--- config.mk ---
export PLATFORM = sky130hd
export DESIGN_NAME = cpm_directory_scan_free_map_flat
export DESIGN_NICKNAME = d
export VERILOG_FILES = /design/src/design/cpm_dsfm_pkg.sv /design/src/design/cpm_dsfm_if.sv /design/src/design/cpm_dsfm_map.sv /design/src/design/cpm_directory_scan_free_map.sv /design/src/flat_wrapper.sv
export VERILOG_INCLUDE_DIRS = /design/src /design/src/design
export SDC_FILE = /design/constraint.sdc
export NUM_CORES = 1
export LEC_CHECK = 0
export BUFFER_PORTS_ARGS = -buffer_cell sky130_fd_sc_hd__clkbuf_2
export CORE_MARGIN = 2
export CORE_UTILIZATION = 43
export CTS_CLUSTER_DIAMETER = 80
export DETAILED_ROUTE_END_ITERATION = 8
export MAX_ROUTING_LAYER = met4
export PLACE_DENSITY_LB_ADDON = 0.05
export SETUP_SLACK_MARGIN = 0.1
export SLEW_MARGIN = 20
export SYNTH_ARGS = -nofsm -noshare
export SYNTH_HDL_FRONTEND = slang
export SYNTH_SLANG_ARGS = --single-unit
--- constraint.sdc ---
create_clock -name clk -period 13.2 [get_ports clk]
set_input_delay 1.32 -clock clk [delete_from_list [all_inputs] [get_ports clk]]
set_output_delay 1.32 -clock clk [all_outputs]
set_load 0.02 [all_outputs]
--- src/design/cpm_directory_scan_free_map_defines.svh ---
// ----------------------------------------------------------------------------
// Assertion macros for the directory scan block
// Both modules clock their checks on clk and disable them during rst.
// ----------------------------------------------------------------------------
`ifndef CPM_DIRECTORY_SCAN_FREE_MAP_DEFINES_SVH
`define CPM_DIRECTORY_SCAN_FREE_MAP_DEFINES_SVH

`ifndef NO_ASSERTIONS
// Check the consequent in the same cycle as the antecedent.
`define CPM_DSFM_ASSERT_NOW(label, ante, cons, msg) \
  label: assert property (@(posedge clk) disable iff (rst) (ante) |-> (cons)) \
    else $error(msg);
// Check the consequent in the cycle after the antecedent.
`define CPM_DSFM_ASSERT_NEXT(label, ante, cons, msg) \
  label: assert property (@(posedge clk) disable iff (rst) (ante) |=> (cons)) \
    else $error(msg);
`else
`define CPM_DSFM_ASSERT_NOW(label, ante, cons, msg)
`define CPM_DSFM_ASSERT_NEXT(label, ante, cons, msg)
`endif

`endif

--- src/design/cpm_dsfm_pkg.sv ---
`timescale 1ns / 1ps
// ----------------------------------------------------------------------------
// cpm_dsfm_pkg
// Shared types and fixed constants of the directory scan and free map block.
// ----------------------------------------------------------------------------
package cpm_dsfm_pkg;

  // Request commands
  localparam logic CMD_BYTE = 1'b0;
  localparam logic CMD_READ = 1'b1;

  // Result kinds
  typedef enum logic {
    KIND_EXTENT = 1'b0,
    KIND_MAP    = 1'b1
  } kind_t;

  // Directory entry layout
  localparam int          EXTENT_BYTES = 32;
  localparam int          POS_W        = 5;
  localparam logic [7:0]  UNUSED_MARK  = 8'hE5;
  localparam logic [4:0]  POS_STATUS   = 5'd0;
  localparam logic [4:0]  POS_BC       = 5'd13;
  localparam logic [4:0]  POS_RC       = 5'd15;
  localparam logic [4:0]  POS_BLOCKS   = 5'd16;
  localparam logic [4:0]  POS_LAST     = 5'(EXTENT_BYTES - 1);
  localparam int          RECORD_SHIFT = 7;   // 128-byte records

  // Free map organization: rows of 64 blocks
  localparam int WORD_BITS = 64;
  localparam int BIT_W     = 6;
  localparam int MAP_ROWS  = 4;
  localparam int ROW_W     = 2;
  localparam int MAP_BITS  = MAP_ROWS * WORD_BITS;

  localparam int LEN_W = 17;

  // Control from the scan logic to the free map store
  typedef struct packed {
    logic             rd;      // read a row for the request being accepted
    logic             clr;     // scan start: return the map to its reset contents
    logic [ROW_W-1:0] row;     // row to read
    logic             wr;      // mark the held block used and write the row back
    logic [BIT_W-1:0] wr_bit;  // block within the held row
  } map_ctl_t;

endpackage

--- src/design/cpm_dsfm_if.sv ---
`timescale 1ns / 1ps
// ----------------------------------------------------------------------------
// cpm_dsfm_if
// Request and result channels of the directory scan block.
// ----------------------------------------------------------------------------
interface cpm_dsfm_req_if;
  logic       valid;
  logic       ready;
  logic       cmd;
  logic [7:0] data_byte;
  logic       scan_start;
  logic [1:0] word_index;

  modport source (output valid, cmd, data_byte, scan_start, word_index, input ready);
  modport sink   (input valid, cmd, data_byte, scan_start, word_index, output ready);
endinterface

interface cpm_dsfm_rsp_if;
  logic               valid;
  logic               ready;
  logic               result_kind;
  logic [4:0]         extent_index;
  logic               extent_in_use;
  logic signed [16:0] ext_length;
  logic [63:0]        map_word;

  modport source (output valid, result_kind, extent_index, extent_in_use, ext_length,
                  map_word, input ready);
  modport sink   (input valid, result_kind, extent_index, extent_in_use, ext_length,
                  map_word, output ready);
endinterface

--- src/design/cpm_dsfm_map.sv ---
`timescale 1ns / 1ps
// ----------------------------------------------------------------------------
// cpm_dsfm_map
// Free map store: rows of 64 block bits in a synchronous memory,
// with per-row valid bits for the reset contents and write-back forwarding.
// ----------------------------------------------------------------------------
`include "cpm_directory_scan_free_map_defines.svh"

module cpm_dsfm_map #(
  parameter int MAP_BLOCKS = 256
) (
  input  logic                    clk,
  input  logic                    rst,
  input  cpm_dsfm_pkg::map_ctl_t  ctl,
  output logic [63:0]             row_word
);

  localparam int MB = cpm_dsfm_pkg::MAP_BITS;
  localparam logic [MB-1:0] MAP_MASK  = (MB'(1) << MAP_BLOCKS) - MB'(1);
  localparam logic [MB-1:0] RESET_MAP = MAP_MASK & ~MB'(1);

  logic [63:0] mem [cpm_dsfm_pkg::MAP_ROWS];

  logic [cpm_dsfm_pkg::MAP_ROWS-1:0] row_ok;
  logic [cpm_dsfm_pkg::ROW_W-1:0]    rd_row;
  logic [63:0]                       rd_data;
  logic                              rd_ok;
  logic                              wb_valid;
  logic [cpm_dsfm_pkg::ROW_W-1:0]    wb_row;
  logic [63:0]                       wb_data;
  logic [63:0]                       wr_data;
  logic [63:0]                       base;
  logic [7:0]                        row_base;

  always_ff @(posedge clk) begin
    if (ctl.rd) begin
      rd_data <= mem[ctl.row];
    end
    if (ctl.wr) begin
      mem[rd_row] <= wr_data;
    end
  end

  always_ff @(posedge clk) begin
    if (ctl.rd) begin
      rd_row <= ctl.row;
      rd_ok  <= row_ok[ctl.row];
    end
    if (ctl.wr) begin
      wb_row  <= rd_row;
      wb_data <= wr_data;
    end
  end

  always_ff @(posedge clk) begin
    if (rst) begin
      row_ok   <= '0;
      wb_valid <= 1'b0;
    end else begin
      if (ctl.wr) begin
        row_ok[rd_row] <= 1'b1;
        wb_valid       <= 1'b1;
      end
      // scan start wins over a write-back in the same cycle
      if (ctl.clr) begin
        row_ok   <= '0;
        wb_valid <= 1'b0;
      end
    end
  end

  always_comb begin
    row_base = {rd_row, 6'd0};
    if (wb_valid && wb_row == rd_row) begin
      base = wb_data;
    end else if (rd_ok) begin
      base = rd_data;
    end else begin
      base = RESET_MAP[row_base +: 64];
    end
    row_word = base & MAP_MASK[row_base +: 64];
    wr_data  = row_word & ~(64'(1) << ctl.wr_bit);
  end

  `CPM_DSFM_ASSERT_NEXT(a_clr_empties_rows, ctl.clr, row_ok == '0, "map clear left a row valid")
  `CPM_DSFM_ASSERT_NOW(a_block0_never_written, ctl.wr, !(rd_row == '0 && ctl.wr_bit == '0),
    "write-back targets block 0")
  `CPM_DSFM_ASSERT_NOW(a_block0_reads_used, rd_row == '0, !row_word[0], "block 0 reads free")

endmodule

--- src/design/cpm_directory_scan_free_map.sv ---
`timescale 1ns / 1ps
// A request passes through stage 1 (map row read); a request that makes a
//   result then loads it into the output register. Throughput: one request
//   per cycle; the free map read-modify-write overlaps the next request
//   through write-back forwarding in the map store. A waiting result stalls
//   requests only once a second result-making request sits in the map stage.
// Reset (rst, synchronous): map reads as block 0 used, blocks 1 to
//   MAP_BLOCKS-1 free; scan position and counters go to zero.
// ----------------------------------------------------------------------------
// cpm_directory_scan_free_map
// Scans a streamed directory block extent by extent, keeps the block free
// map in a small memory and reports extent summaries and free-map words.
// ----------------------------------------------------------------------------
`include "cpm_directory_scan_free_map_defines.svh"

module cpm_directory_scan_free_map #(
  parameter int MAP_BLOCKS  = 256,
  parameter int EXTENTS     = 32,
  parameter int BLOCK_BYTES = 1024
) (
  input  logic           clk,
  input  logic           rst,
  cpm_dsfm_req_if.sink   req,
  cpm_dsfm_rsp_if.source rsp
);

  // --------------------------------------------------------------------------
  // Scan state, updated as each directory byte is accepted
  // --------------------------------------------------------------------------
  logic [4:0] pos;
  logic [4:0] ext_cnt;
  logic       ext_used;
  logic [4:0] nz;
  logic [7:0] rc;
  logic [7:0] bc;

  logic [4:0] pos_eff, pos_next;
  logic [4:0] ext_eff, ext_next;
  logic [5:0] ext_inc;
  logic       used_next;
  logic [4:0] nz_next;
  logic [7:0] rc_next, bc_next;
  logic       is_read, start, mark, last;
  logic       accept;

  // Stage 1: request waiting on its map row from memory
  logic                                 s1_valid;
  cpm_dsfm_pkg::kind_t                  s1_kind;
  logic                                 s1_emit;
  logic                                 s1_mark;
  logic [cpm_dsfm_pkg::BIT_W-1:0]       s1_bit;
  logic [4:0]                           s1_ext;
  logic                                 s1_used;
  logic [4:0]                           s1_nz;
  logic [7:0]                           s1_rc;
  logic [7:0]                           s1_bc;
  logic                                 s1_go;

  // Output register
  logic        out_valid;
  logic        out_free;
  logic        out_kind;
  logic [4:0]  out_ext;
  logic        out_used;
  logic signed [16:0] out_len;
  logic [63:0] out_word;

  cpm_dsfm_pkg::map_ctl_t map_ctl;
  logic [63:0]            row_word;
  logic [31:0]            len_full;
  logic signed [16:0]     len;

  assign out_free = !out_valid || rsp.ready;
  // Let stage 1 move on unless it carries a result that cannot leave yet
  assign s1_go    = !s1_valid || !s1_emit || out_free;
  assign req.ready = s1_go;
  assign accept   = req.valid && s1_go;

  always_comb begin
    is_read   = req.cmd == cpm_dsfm_pkg::CMD_READ;
    start     = !is_read && req.scan_start;
    pos_eff   = start ? '0 : pos;
    ext_eff   = start ? '0 : ext_cnt;
    used_next = ext_used;
    nz_next   = nz;
    rc_next   = rc;
    bc_next   = bc;
    mark      = 1'b0;
    if (pos_eff == cpm_dsfm_pkg::POS_STATUS) begin
      // status byte opens a new extent
      used_next = req.data_byte != cpm_dsfm_pkg::UNUSED_MARK;
      nz_next   = '0;
      rc_next   = '0;
      bc_next   = '0;
    end else if (pos_eff == cpm_dsfm_pkg::POS_BC) begin
      bc_next = req.data_byte;
    end else if (pos_eff == cpm_dsfm_pkg::POS_RC) begin
      rc_next = req.data_byte;
    end else if (pos_eff >= cpm_dsfm_pkg::POS_BLOCKS) begin
      if (ext_used && req.data_byte != 8'd0) begin
        nz_next = nz + 5'd1;
        // blocks beyond the map count in the length but mark nothing
        mark    = {1'b0, req.data_byte} < 9'(MAP_BLOCKS);
      end
    end
    last     = pos_eff == cpm_dsfm_pkg::POS_LAST;
    pos_next = last ? '0 : pos_eff + 5'd1;
    ext_inc  = {1'b0, ext_eff} + 6'd1;
    if (!last) begin
      ext_next = ext_eff;
    end else if (ext_inc >= 6'(EXTENTS)) begin
      ext_next = '0;
    end else begin
      ext_next = ext_inc[4:0];
    end
  end

  always_ff @(posedge clk) begin
    if (rst) begin
      pos      <= '0;
      ext_cnt  <= '0;
      ext_used <= 1'b0;
      nz       <= '0;
      rc       <= '0;
      bc       <= '0;
    end else if (accept && !is_read) begin
      pos      <= pos_next;
      ext_cnt  <= ext_next;
      ext_used <= used_next;
      nz       <= nz_next;
      rc       <= rc_next;
      bc       <= bc_next;
    end
  end

  // --------------------------------------------------------------------------
  // Free map store: read the row at accept, modify and write back in stage 1
  // --------------------------------------------------------------------------
  always_comb begin
    map_ctl.rd     = accept;
    map_ctl.clr    = accept && start;
    map_ctl.row    = is_read ? req.word_index : req.data_byte[7:6];
    map_ctl.wr     = s1_valid && s1_go && s1_mark;
    map_ctl.wr_bit = s1_bit;
  end

  cpm_dsfm_map #(
    .MAP_BLOCKS(MAP_BLOCKS)
  ) u_map (
    .clk      (clk),
    .rst      (rst),
    .ctl      (map_ctl),
    .row_word (row_word)
  );

  // --------------------------------------------------------------------------
  // Stage 1
  // --------------------------------------------------------------------------
  always_ff @(posedge clk) begin
    if (rst) begin
      s1_valid <= 1'b0;
    end else if (s1_go) begin
      s1_valid <= accept;
    end
  end

  always_ff @(posedge clk) begin
    if (s1_go) begin
      s1_kind <= is_read ? cpm_dsfm_pkg::KIND_MAP : cpm_dsfm_pkg::KIND_EXTENT;
      s1_emit <= is_read || last;
      s1_mark <= !is_read && mark;
      s1_bit  <= req.data_byte[5:0];
      s1_ext  <= ext_eff;
      s1_used <= used_next;
      s1_nz   <= nz_next;
      s1_rc   <= rc_next;
      s1_bc   <= bc_next;
    end
  end

  // Length = (blocks - 1) * block size + records * 128 + BC, wrapped to 17 bits; zero for an unused extent
  always_comb begin
    len_full = (32'(s1_nz) - 32'd1) * 32'(BLOCK_BYTES)
             + (32'(s1_rc) << cpm_dsfm_pkg::RECORD_SHIFT) + 32'(s1_bc);
    len      = s1_used ? signed'(len_full[cpm_dsfm_pkg::LEN_W-1:0]) : '0;
  end

  // --------------------------------------------------------------------------
  // Output register
  // --------------------------------------------------------------------------
  always_ff @(posedge clk) begin
    if (rst) begin
      out_valid <= 1'b0;
    end else if (s1_valid && s1_emit && s1_go) begin
      out_valid <= 1'b1;
    end else if (rsp.ready) begin
      out_valid <= 1'b0;
    end
  end

  always_ff @(posedge clk) begin
    if (s1_valid && s1_emit && s1_go) begin
      out_kind <= s1_kind;
      if (s1_kind == cpm_dsfm_pkg::KIND_MAP) begin
        out_ext  <= '0;
        out_used <= 1'b0;
        out_len  <= '0;
        out_word <= row_word;
      end else begin
        out_ext  <= s1_ext;
        out_used <= s1_used;
        out_len  <= len;
        out_word <= '0;
      end
    end
  end

  assign rsp.valid         = out_valid;
  assign rsp.result_kind   = out_kind;
  assign rsp.extent_index  = out_ext;
  assign rsp.extent_in_use = out_used;
  assign rsp.ext_length    = out_len;
  assign rsp.map_word      = out_word;

  `CPM_DSFM_ASSERT_NEXT(a_read_to_stage1, accept && is_read,
    s1_valid && s1_kind == cpm_dsfm_pkg::KIND_MAP, "map read did not enter stage 1")
  `CPM_DSFM_ASSERT_NEXT(a_start_restarts_scan, accept && start,
    pos == 5'd1 && ext_cnt == '0, "scan start did not restart the scan")
  `CPM_DSFM_ASSERT_NEXT(a_blocked_result_held, s1_valid && s1_emit && !out_free,
    s1_valid && s1_emit, "blocked result dropped from stage 1")
  `CPM_DSFM_ASSERT_NOW(a_summary_word_zero, out_valid,
    out_kind == cpm_dsfm_pkg::KIND_MAP || out_word == '0, "extent summary carries map bits")

endmodule
--- src/flat_wrapper.sv ---
// flat-port wrapper written by rule: the top's interface ports become plain ports
module cpm_directory_scan_free_map_flat 
#(
  parameter int MAP_BLOCKS  = 256,
  parameter int EXTENTS     = 32,
  parameter int BLOCK_BYTES = 1024
)
  (clk, rst, req_valid, req_cmd, req_data_byte, req_scan_start, req_word_index, req_ready, rsp_valid, rsp_result_kind, rsp_extent_index, rsp_extent_in_use, rsp_ext_length, rsp_map_word, rsp_ready);
  cpm_dsfm_req_if req_i ();
  cpm_dsfm_rsp_if rsp_i ();
  input  logic clk;
  input  logic rst;
  input wire logic [$bits(req_i.valid)-1:0] req_valid;
  input wire logic [$bits(req_i.cmd)-1:0] req_cmd;
  input wire logic [$bits(req_i.data_byte)-1:0] req_data_byte;
  input wire logic [$bits(req_i.scan_start)-1:0] req_scan_start;
  input wire logic [$bits(req_i.word_index)-1:0] req_word_index;
  output wire logic [$bits(req_i.ready)-1:0] req_ready;
  output wire logic [$bits(rsp_i.valid)-1:0] rsp_valid;
  output wire logic [$bits(rsp_i.result_kind)-1:0] rsp_result_kind;
  output wire logic [$bits(rsp_i.extent_index)-1:0] rsp_extent_index;
  output wire logic [$bits(rsp_i.extent_in_use)-1:0] rsp_extent_in_use;
  output wire logic [$bits(rsp_i.ext_length)-1:0] rsp_ext_length;
  output wire logic [$bits(rsp_i.map_word)-1:0] rsp_map_word;
  input wire logic [$bits(rsp_i.ready)-1:0] rsp_ready;
  assign req_i.valid = req_valid;
  assign req_i.cmd = req_cmd;
  assign req_i.data_byte = req_data_byte;
  assign req_i.scan_start = req_scan_start;
  assign req_i.word_index = req_word_index;
  assign req_ready = req_i.ready;
  assign rsp_valid = rsp_i.valid;
  assign rsp_result_kind = rsp_i.result_kind;
  assign rsp_extent_index = rsp_i.extent_index;
  assign rsp_extent_in_use = rsp_i.extent_in_use;
  assign rsp_ext_length = rsp_i.ext_length;
  assign rsp_map_word = rsp_i.map_word;
  assign rsp_i.ready = rsp_ready;
  cpm_directory_scan_free_map #(.MAP_BLOCKS(MAP_BLOCKS), .EXTENTS(EXTENTS), .BLOCK_BYTES(BLOCK_BYTES)) u_core (.clk(clk), .rst(rst), .req(req_i), .rsp(rsp_i));
endmodule
==> results of run 1 <==
critical path, cell delays in order:
cell and delay [ns]:
clkbuf_2 0.09, and4b_1 0.22, inv_1 0.06, buf_4 0.41, clkbuf_2 0.26
logic make-up after synthesis:
kind of cell / after synthesis / synth area share, %
buffers and inverters: 102 / 1.97
muxes: 18 / 0.845
DFF: 552 / 74.4
adders and majority gates: 15 / 0.862
AOI/OAI and AO/OA: 261 / 6.93
and+or+nand+nor: 635 / 14.3
xor gates and xnor gates: 19 / 0.765
area by class of cell:
| type | instances | area (um2) | area share, % |
|---|---|---|---|
| Inverter | 11 | 46.3 | 0.185 |
| Tap cell | 672 | 841 | 3.37 |
| Timing Repair Buffer | 128 | 743 | 2.98 |
| Clock buffer | 75 | 1550 | 6.19 |
| Clock inverter | 31 | 354 | 1.42 |
| Multi-Input combinational cell | 948 | 5260 | 21.1 |
| Sequential cell | 552 | 16200 | 64.8 |
power by group through the flow:
stage | logic [mW] | clock network, mW | registers, mW
4_1_cts | 0.216 | 1.68 | 1.97
2_1_floorplan | 0.131 | 0 | 2.01
3_5_place_dp | 0.216 | 0 | 2.01
6_report | 0.214 | 1.64 | 1.97
3_3_place_gp | 0.212 | 0 | 2.00
5_1_grt | 0.237 | 1.75 | 1.97
per-layer routing:
layer / vias up / track usage [%] / wire, um / share of wire (%)
li1: 6103 / - / - / -
met1: 6569 / 28.2 / 23900 / 46
met2: 315 / 31.2 / 24100 / 46
met3: 85 / 2.99 / 2630 / 5.1
met4: 0 / 6.15 / 1170 / 2.3
met5: - / - / 0 / 0
flip-flops by register name (all words and copies together) (netlist names), 4 cells and up:
| register | cells |
|---|---|
| u_core.u_map.row_ok | 4 |
| u_core.s1_rc | 8 |
| u_core.pos | 5 |
| u_core.s1_nz | 5 |
| u_core.rsp.extent_index | 5 |
| u_core.s1_bc | 8 |
| u_core.bc | 8 |
| u_core.rc | 8 |
| u_core.s1_ext | 5 |
| u_core.nz | 5 |
| u_core.s1_bit | 6 |
| u_core.ext_cnt | 5 |
| u_core.rsp.map_word | 64 |
| u_core.u_map.rd_data | 64 |
| u_core.rsp.ext_length | 17 |
| u_core.u_map.mem | 256 |
| u_core.u_map.wb_data | 64 |
synthesized netlist by cell type, drive strengths merged (6+ instances only):
cell,count
nor2b,13
a22o,9
ha,15
o21ai,74
a31oi,77
edfxtp,513
nand2b,8
nand3b,64
nand3,13
inv,11
a21oi,75
and2,17
nor3b,17
o21a,6
dfxtp,39
buf,29
and3,68
xnor2,8
clkbuf,62
nor2,122
xor2,11
a21o,10
mux2i,18
nor3,11
nand2,280
per-stage QoR:
stage | utilization, % | hold slack, ns
floorplan | - | 0.440
global placement | 46.0 | 0.449
detailed placement | 46.0 | 0.455
CTS | 49.8 | 0.470
global route | 49.9 | 0.486
finish | 49.9 | 0.467
final timing paths:
path                                              from                       to  slack, ns  cells past startpoint
worst max-delay path                         rsp_ready                req_ready       9.47                      5
worst min-delay path            u_core.u_map.row_ok[2]   u_core.u_map.row_ok[2]       0.47                      1
worst max register to register        u_core.rsp.valid  u_core.u_map.mem[0][22]       9.98                      4
worst min register to register  u_core.u_map.row_ok[2]   u_core.u_map.row_ok[2]       0.47                      1
cell usage in the layout, fill, tap and decap left out, types with 12 or more instances in the layout:
master,Yosys,layout
and2_1,17,16
dfxtp_1,39,39
nand2_1,279,279
nand3b_1,64,64
clkbuf_1,62,15
nand3_1,13,12
nor2_1,115,112
nor2b_1,13,13
and3_1,68,67
clkinv_1,0,12
nor3b_1,16,14
clkbuf_2,0,105
mux2i_1,17,16
o21ai_0,72,72
a31oi_1,77,77
a21oi_1,75,74
buf_4,3,20
ha_1,15,15
edfxtp_1,513,513
clkbuf_16,0,59
==> summary.md, run 1 <==
| Metric | Value |
|---|---|
| Switch share | a little over a fifth |
| Vias in the first global route | 12.8k |
| Crit path required time | 11.88 ns |
| DRT Wirelength | slightly above 50000 um |
| Int Pwr | approximately 3.0 mW |
| DIE HEIGHT | between 200 and 250 um |
| Wire per inst | ~21 um |
| Total congestion overflow | 0 |
| First-pass DRT Iterations | 5 |
| Seq/Total Area, Yosys | between 70 and 80% |
| Async set-or-reset flop fraction in the synthesized netlist | 0% |
| # fillers | ~4.4k |
| Top post-synthesis cells by area | edfxtp_1 (71%), nand2_1 (4.8%), dfxtp_1 (3.6%) |
| Slew Viols, Final | 0 |
| Gr usage total | approximately 20% |
| Cells after DPL | approximately 2.3k |
| Placed instance area | 0.0230 mm2 |
| Critical path class | input pin to output port |
| Total of max-cap violations | 0 |
| Initial Util | 43.5% |
| Min setup slack post-route | between 9 and 10 ns |
| Dpl ws | 8.60 ns |
| Cell count after synthesis | between 1.5k and 2k |
| PD cells | ~150 mW/mm2 |
| Post-synth top area cell | edfxtp_1 |
| Top-Level Pins | ~110 |
| Die area | between 0.05 and 0.06 mm2 |
| Pin count of the biggest net entering global routing | around 130 |
| Finished Layout Cells | 2417 |
| Total clock sinks | around 550 |
| Synth warn | 0 |
| RSZ-0062 raised after global routing | false |
| CTS tree | yes |
| Hold Vio Cnt, Final | 0 |
| Mapped Avg Cell Area | between 10 and 15 um2 |
| Via count of the routed design | 13.1k |
| Register share of total power | around half |
| Clk Latency, worst-skew pair | between 0.6 and 0.7 ns |
| Reg clk slew, reported paths | 0.05 ns |
| Initial antenna violation count | 0 |
| CTS Buf Count | slightly below 60 |
| Area Overhead vs Synth | 14.8% |
| Worst-margin pin slew | 1.08 ns |
| Arrival time worst endpoint | around 2.4 ns |
| Cell Area, Synth | 0.0218 mm2 |
| LEAKAGE | 8.78 nW |
| Finish-stage setup viols | 0 |
| Outcome | finished clean |
| CP Capture Type | output port |
| Hold_buf cts | 0 |
| Number of I/O port buffers | about 110 |
| Post-Route Setup TNS | 0 ns |
| CTS Buffer Depth | 3 |
| Combinational share of power | about 5.6% |
| Tot Pwr | 3.82 mW |
| Final Instance Area | 0.0250 mm2 |
| Ratio of cells with drive above 1 in the final layout | between 10 and 15% |
| Max_slew headroom | between 20 and 30% |
| Dominant synthesized flop cell | edfxtp_1 |
| Hold Crit Class | flip-flop to flip-flop |
| Final Wtd Congestion | between 0.7 and 0.8 |
| Postcts setup bufs | 0 |
| Iteration-0 DRC Markers | between 900 and 1k |
| Final Critical Period | ~3.7 ns |
| Final Cycle Share | 28.2% |
| CTS H-tree lvls | 2 |
| Placeable Area | around 0.05 mm2 |
| Max VDD drop | 0.0903 mV |
| Final ANT Viol Nets | 0 |
| Post-DP HPWL | about 28000 um |
| Share of Yosys cell area claimed by the top area cell type | 70.8% |
| Clk pwr share | between 40% and 50% |
| Drt drc | 0 |
| Rows | 82 |
| Crit path max fanout | 40 |
| First-pass GRT wire length | between 70000 and 80000 um |
| Setup Skew | between 0.01 and 0.015 ns |
| F_max | around 270 MHz |
| CTS Root Cell | clkbuf_16 |
| Vias per inst | 5.41 |
| Die W | approximately 230 um |
| Synth cell types | 51 |
| Psw | about 0.83 mW |
| Worst setup SP type | input pin |
| EDFF count, synth | approximately 510 |
| Syn_nets | approximately 1.6k |
| Flops & latches, synth | roughly 550 |
| Final #Nets | 1730 |
| CTS resizes | 0 |
| Antenna cells | 0 |
Note: power is estimated with default switching activity, not from simulation.
==> run 2: changes to the inputs <==
==> constraint.sdc (replaced) <==
create_clock -name clk -period 3.74 [get_ports clk]
set_input_delay 0.374 -clock clk [delete_from_list [all_inputs] [get_ports clk]]
set_output_delay 0.374 -clock clk [all_outputs]
set_load 0.02 [all_outputs]
==> run 2 against run 1 <==
Against the previous run: clock skew up 0.0056 ns; largest cell class unchanged; count of clock-buffer cells in the layout down 3; total power rose to 3.5 times the previous value; sequential cell count unchanged; via count up 0.26%.
==> summary.md, run 2 (same netlist as run 1, synthesis figures left out) <==
| Metric | Value |
|---|---|
| Antenna cells | 0 (unchanged) |
| Post-DP HPWL | 28600 um (was 27700 um) |
| LEAKAGE | 8.82 nW (was 8.78 nW) |
| Total of max-cap violations | 0 (unchanged) |
| Combinational share of power | 5.8% (was 5.6%) |
| Met3 routed WL | 2580 um (was 2630 um) |
| Number of flip-flops in the largest register | 256 (unchanged) |
| First-pass GRT wire length | 80400 um (was 78700 um) |
| Outcome | finished clean (unchanged) |
| Wire per inst | 21.6 um (was 21.4 um) |
| FF-to-FF path depth | 5 (was 4) |
| CTS Root Cell | clkbuf_16 (unchanged) |
| Die area | 0.0524 mm2 (unchanged) |
| DIE HEIGHT | 229 um (unchanged) |
| Met2 WL post-DR | 24800 um (was 24100 um) |
| Die W | 229 um (unchanged) |
| # fillers | 4418 (was 4389) |
| Setup Skew | 0.0177 ns (was 0.0121 ns) |
| Int Pwr | 10.3 mW (was 2.99 mW) |
| Worst setup SP type | flip-flop (was input pin) |
| Hold_buf cts | 0 (unchanged) |
| Reg clk slew, reported paths | 0.06 ns (was 0.05 ns) |
| M1 wire length | 24000 um (was 23900 um) |
| F_max | 366 MHz |
| CTS Buffer Depth | 3 (unchanged) |
| Max layer used | met4 (unchanged) |
| Most frequent cells in the layout | edfxtp_1 (513), nand2_1 (279), nor2_1 (113) (was edfxtp_1 (513), nand2_1 (279), nor2_1 (112)) |
| DRT Wirelength | 52400 um (was 51800 um) |
| Placeable Area | 0.0501 mm2 (unchanged) |
| R2r startpoint | u_core.s1_emit (was u_core.rsp.valid) |
| Post-Route Setup TNS | 0 ns (unchanged) |
| Register share of total power | 52.5% (was 51.5%) |
| Top-Level Pins | 106 (unchanged) |
| Commonest non-fill, non-tap cell in the layout | edfxtp_1 (unchanged) |
| Pin count of the biggest net entering global routing | 131 (was 132) |
| Max_slew headroom | 24.8% (was 28.1%) |
| Via count of the routed design | 13.1k (about the same) |
| Reg2reg end | u_core.bc[7] (was u_core.u_map.mem[0][22]) |
| Crit path required time | 4.28 ns (was 11.88 ns) |
| Max VDD drop | 0.324 mV (was 0.0903 mV) |
| Switch share | 21.8% (was 21.7%) |
| Final Wtd Congestion | 0.768 (was 0.759) |
| CTS Buf Count | 56 (was 58) |
| Slew Viols, Final | 0 (unchanged) |
| Critical path class | flip-flop to flip-flop (was input pin to output port) |
| Vias in the first global route | 12.9k (was 12.8k) |
| Final Cycle Share | about three quarters |
| PD cells | 529 mW/mm2 (was 153 mW/mm2) |
| Drt drc | 0 (unchanged) |
| First-pass DRT Iterations | 5 (unchanged) |
| Reg-to-reg slack, setup | 1.01 ns (was 9.98 ns) |
| Iteration-0 DRC Markers | 1104 (was 954) |
| Total clock sinks | 552 (unchanged) |
| Final Critical Period | between 2 and 3 ns |
| CTS H-tree lvls | 2 (unchanged) |
| Ratio of cells with drive above 1 in the final layout | 14.3% (was 13.6%) |
| Arrival time worst endpoint | 3.27 ns (was 2.41 ns) |
| Initial Util | 43.5% (unchanged) |
| Initial antenna violation count | 0 (unchanged) |
| Postcts setup bufs | 0 (unchanged) |
| Hold Path End | u_core.s1_valid (was u_core.u_map.row_ok[2]) |
| CTS tree | yes (unchanged) |
| Gr usage total | 20.8% (was 20.3%) |
| Final #Nets | 1741 (was 1730) |
| Crit path max fanout | 15 (was 40) |
| Hold Vio Cnt, Final | 0 (unchanged) |
| Clk pwr share | 41.7% (was 42.9%) |
| Clk Latency, worst-skew pair | 0.61 ns (about the same) |
| Total congestion overflow | 0 (unchanged) |
| Psw | 2.89 mW (was 0.829 mW) |
| Min-delay src | req_valid (was u_core.u_map.row_ok[2]) |
| CTS resizes | 0 (unchanged) |
| Number of I/O port buffers | 105 (unchanged) |
| Area Overhead vs Synth | 14.9% (was 14.8%) |
| Hold Crit Class | input pin to flip-flop (was flip-flop to flip-flop) |
| Finish-stage setup viols | 0 (unchanged) |
| CP Capture Type | flip-flop (was output port) |
| Final ANT Viol Nets | 0 (unchanged) |
| Rows | 82 (unchanged) |
| Hold Path Stages | 3 (was 1) |
| Tot Pwr | 13.2 mW (was 3.82 mW) |
| Vias per inst | 5.40 (was 5.41) |
| RSZ-0062 raised after global routing | false (unchanged) |
| Reg with most FFs | u_core.u_map.mem (unchanged) |
| Worst-margin pin slew | 1.12 ns (was 1.08 ns) |
[run 2: cell types whose count changed in the layout (fill, tap and decap cells not counted), sizes merged]
cell / change
inv: -3
buf: +13
bufinv: -3
clkinvlp: -1
clkinv: +7
clkbuf: -3
[run 2: how the worst max path moves through the flow]
stage,startpoint,endpoint,depth (start not counted)
2_1_floorplan,u_core.rsp.valid,u_core.u_map.mem[0][0],3
3_3_place_gp,req_cmd,u_core.nz[1],10
3_5_place_dp,req_cmd,u_core.rc[3],9
4_1_cts,u_core.s1_emit,u_core.bc[1],5
5_1_grt,u_core.s1_emit,u_core.bc[1],5
6_report,u_core.s1_emit,u_core.bc[7],5
[run 2: metal layers]
layer | vias to the layer above | GRT usage [%]
li1 | 6143 | -
met1 | 6552 | 28.5
met2 | 331 | 32.7
met3 | 80 | 2.84
met4 | 0 | 5.76
met5 | - | -
[run 2: cell type report]
class | count | area, um2 | share of cell area (%)
inverters | 11 | 47.5 | 0.190
well taps | 672 | 841 | 3.36
clock buffers | 72 | 1530 | 6.13
repair buffers | 141 | 871 | 3.48
multi-input cells | 948 | 5260 | 21.0
flip-flops and latches | 552 | 16200 | 64.7
clock inverters | 31 | 277 | 1.11
[run 2: power groups by stage]
stage	clock network, mW	logic (mW)	registers (mW)
floorplan	0	0.463	7.09
CTS	5.65	0.784	6.95
finish	5.51	0.771	6.95
global placement	0	0.774	7.07
detailed placement	0	0.781	7.08
global route	5.88	0.856	6.95
[run 2: worst max-delay path, cell delays in order, from the launching register on]
cell and delay (ns):
edfxtp_1 0.48, and4b_1 0.26, inv_1 0.47, nand3b_1 0.58, nor2_1 0.67, a21o_1 0.20
[run 2: stage by stage]
step	util (%)	instance area, um2	setup slack [ns]	hold WS (ns)	cells
6_report	50.0	25000	1.01	0.0817	2427
4_1_cts	49.9	25000	1.00	0.0503	2427
5_1_grt	50.0	25000	0.683	0.0938	2427
3_3_place_gp	46.3	23200	0.705	0.438	2324
2_1_floorplan	-	21800	-1.14	0.428	1602
3_5_place_dp	46.3	23200	0.708	0.443	2324
==> run 3: changes to the inputs <==
--- a/config.mk
+++ b/config.mk
@@ -6,6 +6,7 @@
 export SDC_FILE = /design/constraint.sdc
 export NUM_CORES = 1
 export LEC_CHECK = 0
+export ABC_AREA = 1
 export BUFFER_PORTS_ARGS = -buffer_cell sky130_fd_sc_hd__clkbuf_2
 export CORE_MARGIN = 2
 export CORE_UTILIZATION = 43
==> constraint.sdc (replaced) <==
create_clock -name clk -period 2.6 [get_ports clk]
set_input_delay 0.26 -clock clk [delete_from_list [all_inputs] [get_ports clk]]
set_output_delay 0.26 -clock clk [all_outputs]
set_load 0.02 [all_outputs]
==> run 3 against run 2 <==
Against the previous run: first-iteration DRC count is 1.2% higher; hold slack better by 0.0065 ns; global-route usage is 0.16 points lower; largest cell class unchanged; die area is 0.26% higher; setup slack worse by 0.70 ns; cell count is 7.7% higher.
==> summary.md, run 3 <==
| Metric | Value |
|---|---|
| Outcome | finished clean (unchanged) |
| Most frequent cells in the layout | edfxtp_1 (513), nand2_1 (341), nor2_1 (219) (was edfxtp_1 (513), nand2_1 (279), nor2_1 (113)) |
| Dominant synthesized flop cell | edfxtp_1 (unchanged) |
| Area Overhead vs Synth | 16.6% (was 14.9%) |
| Post-Route Setup TNS | 0 ns (unchanged) |
| Vias in the first global route | 13.4k (was 12.9k) |
| CTS Buf Count | 57 (was 56) |
| Met3 routed WL | 2590 um (was 2580 um) |
| CP Capture Type | output port (was flip-flop) |
| Iteration-0 DRC Markers | 1117 (was 1104) |
| Ratio of cells with drive above 1 in the final layout | 13.7% (was 14.3%) |
| Postcts setup bufs | 0 (unchanged) |
| Final Critical Period | roughly 2.3 ns |
| Max layer used | met4 (unchanged) |
| Placed instance area | 0.0234 mm2 (was 0.0232 mm2) |
| Hold Vio Cnt, Final | 0 (unchanged) |
| Vias per inst | 5.22 (was 5.40) |
| Async set-or-reset flop fraction in the synthesized netlist | 0% (unchanged) |
| Clk pwr share | 42.4% (was 41.7%) |
| Arrival time worst endpoint | 2.03 ns (was 3.27 ns) |
| Min setup slack post-route | 0.313 ns (was 1.01 ns) |
| Initial Util | 43.5% (about the same) |
| Seq/Total Area, Yosys | 74.2% (was 74.4%) |
| Reg clk slew, reported paths | 0.06 ns (about the same) |
| Pin count of the biggest net entering global routing | 130 (was 131) |
| Wire per inst | 20.0 um (was 21.6 um) |
| CTS H-tree lvls | 2 (unchanged) |
| Final Cycle Share | around 88% |
| First-pass DRT Iterations | 5 (unchanged) |
| Hold Crit Class | input pin to flip-flop (unchanged) |
| DRT Wirelength | 52300 um (was 52400 um) |
| LEAKAGE | 9.07 nW (was 8.82 nW) |
| Flops & latches, synth | 552 (unchanged) |
| Final Wtd Congestion | 0.808 (was 0.768) |
| Final Instance Area | 0.0254 mm2 (was 0.0250 mm2) |
| Initial antenna violation count | 1 (was 0) |
| Mapped Avg Cell Area | 12.3 um2 (was 13.6 um2) |
| M1 wire length | 24100 um (was 24000 um) |
| Via count of the routed design | 13.6k (was 13.1k) |
| Switch share | 22.1% (was 21.8%) |
| Max VDD drop | 0.515 mV (was 0.324 mV) |
| Die area | 0.0526 mm2 (was 0.0524 mm2) |
| Count leader, synth | edfxtp_1 (unchanged) |
| CTS Root Cell | clkbuf_16 (unchanged) |
| Psw | 4.35 mW (was 2.89 mW) |
| Crit path required time | 2.34 ns (was 4.28 ns) |
| Reg-to-reg slack, setup | 0.38 ns (was 1.01 ns) |
| Drt drc | 0 (unchanged) |
| Placeable Area | 0.0502 mm2 (was 0.0501 mm2) |
| CTS tree | yes (unchanged) |
| Cell Area, Synth | 0.0218 mm2 (about the same) |
| Rows | 82 (unchanged) |
| Crit path max fanout | 38 (was 15) |
| First-pass GRT wire length | 80100 um (was 80400 um) |
| F_max | 437 MHz |
| Top-Level Pins | 106 (unchanged) |
| Die W | 229 um (about the same) |
| Final ANT Viol Nets | 0 (unchanged) |
| Post-DP HPWL | 30300 um (was 28600 um) |
| Share of Yosys cell area claimed by the top area cell type | 70.6% (was 70.8%) |
| Setup Skew | 0.0112 ns (was 0.0177 ns) |
| Synth cell types | 32 (was 51) |
| EDFF count, synth | 513 (unchanged) |
| Total congestion overflow | 0 (unchanged) |
| Gr usage total | 20.6% (was 20.8%) |
| Most frequent cells after synthesis | edfxtp_1 (513), nand2_1 (343), nor2_1 (220), a21oi_1 (175), inv_1 (119) (was edfxtp_1 (513), nand2_1 (279), nor2_1 (115), a31oi_1 (77), a21oi_1 (75)) |
| Number of I/O port buffers | 105 (unchanged) |
| Syn_nets | 1806 (was 1633) |
| Worst setup SP type | flip-flop (unchanged) |
| Worst-margin pin slew | 0.841 ns (was 1.12 ns) |
| Met2 WL post-DR | 24500 um (was 24800 um) |
| Combinational share of power | 6.6% (was 5.8%) |
| Finish-stage setup viols | 0 (unchanged) |
| Register share of total power | 51.1% (was 52.5%) |
| Clk Latency, worst-skew pair | 0.61 ns (about the same) |
| Number of flip-flops in the largest register | 256 (unchanged) |
| Slew Viols, Final | 0 (unchanged) |
| Total clock sinks | 552 (unchanged) |
| Critical path class | flip-flop to output port (was flip-flop to flip-flop) |
| PD cells | 775 mW/mm2 (was 529 mW/mm2) |
| Dpl ws | 0.324 ns (was 0.708 ns) |
| Commonest non-fill, non-tap cell in the layout | edfxtp_1 (unchanged) |
| RSZ-0062 raised after global routing | false (unchanged) |
| Final #Nets | 1926 (was 1741) |
| CTS Buffer Depth | 3 (unchanged) |
| # fillers | 4439 (was 4418) |
| Max_slew headroom | 43.9% (was 24.8%) |
| Int Pwr | 15.4 mW (was 10.3 mW) |
| Cell count after synthesis | 1775 (was 1602) |
| Top post-synthesis cells by area | edfxtp_1 (71%), nand2_1 (5.9%), a21oi_1 (4.0%) (was edfxtp_1 (71%), nand2_1 (4.8%), dfxtp_1 (3.6%)) |
| Synth warn | 0 (unchanged) |
| DIE HEIGHT | 229 um (about the same) |
| Reg with most FFs | u_core.u_map.mem (unchanged) |
| Post-synth top area cell | edfxtp_1 (unchanged) |
| Total of max-cap violations | 0 (unchanged) |
[run 3: through the flow]
stage,hold slack (ns),cells,power (mW),util (%)
2_1_floorplan,0.319,1775,11.1,-
3_3_place_gp,0.436,2498,11.5,46.7
3_5_place_dp,0.439,2498,11.5,46.7
4_1_cts,0.0667,2613,19.9,50.7
5_1_grt,0.0660,2614,20.4,50.7
6_report,0.0882,2614,19.7,50.7
[run 3: final cells by class]
cell class / count / area, um2 / area share, %
flip-flops and latches: 552 / 16200 / 63.6
multi-input cells: 1005 / 4850 / 19.1
clock buffers: 66 / 1500 / 5.91
repair buffers: 154 / 1140 / 4.49
well taps: 672 / 841 / 3.30
inverters: 125 / 494 / 1.94
clock inverters: 39 / 415 / 1.63
diodes: 1 / 2.50 / 0.00984
[run 3: worst max-delay path, cell delays in order (launching register included)]
cell        delay, ns
edfxtp_1         0.36
nand2_1          0.20
nor2_4           0.07
clkinvlp_4       0.07
buf_4            0.45
clkbuf_2         0.27
[run 3: final timing paths]
kind / start / to / depth (start not counted)
worst min-delay path: req_word_index[1] / u_core.u_map.rd_row[1] / 3
worst max register to register: u_core.u_map.rd_row[0] / u_core.u_map.mem[1][34] / 7
worst max-delay path: u_core.s1_emit / req_ready / 5
worst min register to register: u_core.u_map.row_ok[0] / u_core.u_map.row_ok[0] / 2
[run 3: cell families (layout without fill, tap and decap cells)]
| group | count (synthesis) | in the layout | share of synthesized area, % |
|---|---|---|---|
| other | 0 | 1 | 0 |
| AO/OA/AOI/OAI | 354 | 354 | 9.33 |
| AND/OR/NAND/NOR | 630 | 630 | 11.4 |
| adder cells (fa/ha/maj) | 15 | 15 | 0.860 |
| flip-flops | 552 | 552 | 74.2 |
| XOR/XNOR | 6 | 6 | 0.241 |
| buffers and inverters | 218 | 384 | 3.99 |
[run 3: per-layer routing]
layer / vias to the layer above / GRT usage (%)
met5: - / -
met2: 341 / 32.3
li1: 6528 / -
met1: 6696 / 28.2
met3: 80 / 3.15
met4: 0 / 5.72
[run 3: what timing repair did]
item                                    4_1_cts  5_1_grt
hold endpoints to repair                     12        0
endpoints found under the setup margin        0       10
hold buffers                                 10        0
gates resized for setup                       0        2
[run 3: power groups by stage]
| stage | Sequential [mW] | Combinational (mW) | Clock, mW |
|---|---|---|---|
| finish | 10.1 | 1.29 | 8.35 |
| CTS | 10.1 | 1.31 | 8.56 |
| detailed placement | 10.3 | 1.29 | 0 |
| global route | 10.1 | 1.45 | 8.90 |
| floorplan | 10.3 | 0.800 | 0 |
| global placement | 10.3 | 1.28 | 0 |
